--- src/sv/lsp_pkg.sv ---
package lsp_pkg;

  localparam int ADDR_W   = 16;
  localparam int FRAME_W  = 15;
  localparam int POS_W    = 40;
  localparam int FRAC_W   = 16;
  localparam int STEP_W   = 24;
  localparam int DVD_W    = POS_W - FRAC_W;
  localparam int DVS_W    = 16;
  localparam int REM_CNT_W = $clog2(DVD_W);
  localparam logic [15:0] MAX_FRAMES = 16'd32768;

  typedef enum logic [1:0] {
    CMD_LOAD  = 2'd0,
    CMD_START = 2'd1,
    CMD_TICK  = 2'd2
  } cmd_t;

  typedef enum logic [2:0] {
    REG_FRAME_COUNT   = 3'd0,
    REG_CHANNEL_COUNT = 3'd1,
    REG_LOOP_ON       = 3'd2,
    REG_LOOP_FIRST    = 3'd3,
    REG_LOOP_LAST     = 3'd4,
    REG_STEP_SIZE     = 3'd5
  } reg_idx_t;

  typedef enum logic [11:0] {
    ST_IDLE  = 12'b0000_0000_0001,
    ST_CHECK = 12'b0000_0000_0010,
    ST_WRAP  = 12'b0000_0000_0100,
    ST_DIV   = 12'b0000_0000_1000,
    ST_FIX   = 12'b0000_0001_0000,
    ST_RECHK = 12'b0000_0010_0000,
    ST_READ  = 12'b0000_0100_0000,
    ST_DRAIN = 12'b0000_1000_0000,
    ST_MIX   = 12'b0001_0000_0000,
    ST_MUL   = 12'b0010_0000_0000,
    ST_SUM   = 12'b0100_0000_0000,
    ST_OUT   = 12'b1000_0000_0000
  } state_t;

endpackage

--- src/sv/lsp_rem.sv ---
module lsp_rem (
  input  logic                        clk,
  input  logic                        rst,
  input  logic                        start,
  input  logic [lsp_pkg::DVD_W-1:0]   dividend,
  input  logic [lsp_pkg::DVS_W-1:0]   divisor,
  output logic                        done,
  output logic [lsp_pkg::DVS_W-1:0]   remainder
);

  logic                            busy;
  logic [lsp_pkg::REM_CNT_W-1:0]   cnt;
  logic [lsp_pkg::DVD_W-1:0]       quo;
  logic [lsp_pkg::DVS_W-1:0]       dvs;
  logic [lsp_pkg::DVS_W:0]         trial;
  logic [lsp_pkg::DVS_W:0]         diff;

  // restoring remainder, one dividend bit per cycle
  assign trial = {remainder, quo[lsp_pkg::DVD_W-1]};
  assign diff  = trial - {1'b0, dvs};

  always_ff @(posedge clk) begin
    if (rst) begin
      busy <= 1'b0;
      done <= 1'b0;
      cnt  <= '0;
    end else begin
      done <= 1'b0;
      if (start) begin
        busy <= 1'b1;
        cnt  <= '0;
      end else if (busy) begin
        cnt <= cnt + 1'b1;
        if (cnt == lsp_pkg::REM_CNT_W'(lsp_pkg::DVD_W - 1)) begin
          busy <= 1'b0;
          done <= 1'b1;
        end
      end
    end
  end

  always_ff @(posedge clk) begin
    if (start) begin
      quo       <= dividend;
      dvs       <= divisor;
      remainder <= '0;
    end else if (busy) begin
      quo <= {quo[lsp_pkg::DVD_W-2:0], 1'b0};
      if (trial >= {1'b0, dvs}) begin
        remainder <= diff[lsp_pkg::DVS_W-1:0];
      end else begin
        remainder <= trial[lsp_pkg::DVS_W-1:0];
      end
    end
  end

endmodule

--- config.mk ---
export PLATFORM = sky130hd
export DESIGN_NAME = lsp_rem
export DESIGN_NICKNAME = d
export VERILOG_FILES = /design/src/sv/lsp_pkg.sv /design/src/sv/lsp_rem.sv
export SDC_FILE = /design/constraint.sdc
export NUM_CORES = 1
export LEC_CHECK = 0
export ABC_AREA = 1
export ABC_CLOCK_PERIOD_IN_PS = 2070
export BUFFER_PORTS_ARGS = -buffer_cell sky130_fd_sc_hd__buf_2
export CAP_MARGIN = 20
export CORE_ASPECT_RATIO = 0.7
export CORE_UTILIZATION = 45
export CTS_CLUSTER_SIZE = 24
export DETAILED_ROUTE_END_ITERATION = 8
export PLACE_DENSITY = 0.72
export SLEW_MARGIN = 20
export SYNTH_ARGS = -nofsm -noshare
export SYNTH_HDL_FRONTEND = slang
export SYNTH_SLANG_ARGS = --single-unit
--- constraint.sdc ---
create_clock -name clk -period 2.07 [get_ports clk]
set_clock_uncertainty 0.1 [all_clocks]
set_input_delay 0.414 -clock clk [delete_from_list [all_inputs] [get_ports clk]]
set_output_delay 0.414 -clock clk [all_outputs]
set_load 0.1 [all_outputs]
==> results.yml <==
yosys:
  synth_commonest_cells: "nand2_1 (180), inv_1 (74), edfxtp_1 (40)"
  yosysMostFrequentCell: "nand2_1"
  synth.avg_cell_area_um2: 7.78
  synth.largest_area_cell: "edfxtp_1"
  synth_fp_nets: 533
  synth-edff-count: 40
  synth_seq_cells: 63
  ys_seq_area_share_pct: 45.3
  async_flop_share_pct: 0
  syn-instance-count: 472
  yosys_warnings: 0
  synthFlopType: "edfxtp_1"
  synth_top_area_share_pct: 32.7
  synth.distinct_cells: 37
  syn_area_um2: 3670
  synthTopCellsByArea: "edfxtp_1 (33%), nand2_1 (18%), dfxtp_1 (13%), inv_1 (7.6%), ha_1 (5.8%)"
timing:
  timing.final.crit_share_pct: 96.8
  worstMarginPinSlew_ns: 0.689
  maxSlewHeadroom_pct: 54.0
  max_clock_freq_ghz: 0.499
  slew_viol_final: 0
  fin_setup_tns_ns: 0
  hold_viol_final: 0
  setup_viol: 0
  final.min_clock_period_ns: 2.00
routing:
  wire_per_inst_um: 14.6
  vias: 3404
  drc: 0
  drt_pre_antenna_iters: 5
  finalWirelength_um: 9790
  viasPerCell: 5.09
  postRouteAntennaNets: 0
  drt_iter0_drc: 248
floorplanning:
  initial_core_util_pct: 46.6
  dieArea_um2: 8530
  pin_count: 60
  core_um2: 7870
  fp.dieW_um: 110
  rows: 27
  die_h_um: 77.6
worst_setup_path:
  r2r_start: "quo[23]"
  crit_path_start_kind: "flip-flop"
  path_max_fanout: 3
  end_kind: "flip-flop"
  cp-startpoint: "quo[23]"
  required_ns: 2.20
  crit_path_end: "remainder[10]"
  worstPathArrival_ns: 2.13
  path_class: "reg -> reg"
  rrSetupSlack_ns: 0.07
  worstRegToRegCells: 14
  r2r_end: "remainder[10]"
final_layout:
  diodes: 0
  drive_gt1_share_pct: 30.6
  nets: 624
  syn2layout_area_growth_pct: 33.6
  num-fill-cells: 668
  regArea_um2: 1720
  finish.utilization_pct: 62.3
  multi_input_area_um2: 1950
global_routing:
  grt_pass1_vias: 3029
  antenna_found_initial: 0
  grt_overflow_total: 0
  grt_util_all_layers_pct: 22.8
  grt_max_degree: 25
  grt_pass1_wl_um: 14500
clock_network:
  htreeDepth: 3
  clkLatencyLatePin_ns: 0.34
  clkTransAtPathRegs_ns: 0.06
  cts_tree: "done"
  clkSinkCount: 63
  ctsHoldBuffers: 0
  cts_buffer_depth: 2
  cts_buffers: 9
  root_buffer: "clkbuf_16"
worst_hold_path:
  hp-class: "in -> reg"
  min_path_cells: 1
power:
  p_seq_share_pct: 44.2
  clkPwrFrac_pct: 42.1
  pwr-share-comb_pct: 13.8
  power_density_nw_per_um2: 665
  p_int_w: 0.00241
  swShare_pct: 26.2
  p_sw_w: 0.000854
  peakVddDrop_uv: 458
  p_leak_nw: 2.41
placement:
  hpwl_um: 6760
  port_buffers: 59
  place.gp.congestion: 0.964
flow_run:
  cap_violations: 0
run_status:
  status: "finished clean"
[how the worst min path moves through the flow]
stage                     to  slack, ns     startpoint
2_1_floorplan         cnt[4]       0.34         cnt[4]
3_3_place_gp   remainder[13]       0.36  remainder[13]
3_5_place_dp   remainder[10]       0.36  remainder[10]
4_1_cts               dvs[2]       0.14     divisor[2]
5_1_grt               dvs[2]       0.14     divisor[2]
6_report              dvs[1]       0.15     divisor[1]
[power by group through the flow]
| stage | logic, W | clock network, W | registers, W |
|---|---|---|---|
| 2_1_floorplan | 0.000222 | 0 | 0.00147 |
| 3_3_place_gp | 0.000374 | 0 | 0.00146 |
| 3_5_place_dp | 0.000380 | 0 | 0.00146 |
| 4_1_cts | 0.000385 | 0.00139 | 0.00144 |
| 5_1_grt | 0.000496 | 0.00145 | 0.00145 |
| 6_report | 0.000449 | 0.00137 | 0.00144 |
[worst max-delay path: stages, from the launching register on]
cell and delay (ns):
edfxtp_1 0.37, inv_2 0.08, ha_4 0.12, inv_2 0.04, fa_2 0.40, nand2_2 0.09, nand2_1 0.06, nand3b_1 0.11
nand2_2 0.09, nand2_1 0.10, nand2_1 0.06, nand2_1 0.07, nand3_2 0.08, nand3_1 0.09, nand2_1 0.05
[through the flow]
step / total power, W / cells / cell area, um2 / worst slack, ns / hold slack [ns]
global placement: 0.00183 / 645 / 4280 / 0.00983 / 0.358
global route: 0.00339 / 669 / 4900 / -0.0559 / 0.141
finish: 0.00326 / 669 / 4900 / 0.0672 / 0.153
CTS: 0.00322 / 661 / 4550 / 0.0236 / 0.143
floorplan: 0.00169 / 472 / 3730 / 0.0271 / 0.344
detailed placement: 0.00184 / 645 / 4280 / -0.0244 / 0.363
[logic make-up (layout without fill, tap and decap cells)]
kind of cell / count (synthesis) / count (layout) / synth area share (%)
adders and majority gates: 18 / 18 / 6.34
buffers and inverters: 84 / 179 / 9.17
AOI/OAI and AO/OA: 24 / 24 / 3.48
xor gates and xnor gates: 7 / 7 / 1.67
and+or+nand+nor: 276 / 277 / 34.1
DFF: 63 / 63 / 45.3
[layout make-up]
class,count,share of cell area [%]
repair buffers,89,11.6
well taps,101,2.58
clock buffers,11,4.75
inverters,74,5.66
flip-flops and latches,63,35.1
clock inverters,5,0.689
multi-input cells,326,39.7
[state kept, by name, summed over array words and instances (netlist names)]
name / count
cnt: 5
quo: 24
dvs: 16
done: 1
remainder: 16
busy: 1
[routing by layer]
metal / GRT usage (%) / routed length (um) / vias up
met4: 8.27 / 201 / 0
met3: 7.90 / 723 / 20
met2: 32.6 / 4390 / 129
met1: 31.7 / 4470 / 1575
met5: 0 / 0 / -
li1: - / - / 1680
[cell usage in the layout (no fill, tap or decap), types with 2 or more instances in the layout]
cell type and n:
dfxtp_4 15, xor2_1 2, nand3_1 32, nor2_1 17, edfxtp_1 40, dfxtp_1 7, clkbuf_1 2, ha_1 3
nand2_8 3, buf_6 2, nand3b_1 8, a21oi_2 2, clkbuf_16 9, buf_4 24, inv_1 71, a21oi_1 10
buf_12 2, ha_4 14, nand2_1 170, nand4_1 5, nor2_4 2, nor3_1 4, buf_8 2, nand2_2 14
o21ai_0 8, nor2_2 3, inv_2 3, buf_2 59, nand3_2 10, o21ai_1 2, xnor2_1 5
[repair_timing]
item                                    CTS  global route
pin swaps                                 1            15
setup buffers                             0             7
gates cloned                              0             1
endpoints found under the setup margin    3            16
resized for setup                         3            49
Power figures use the tool's default switching activity.
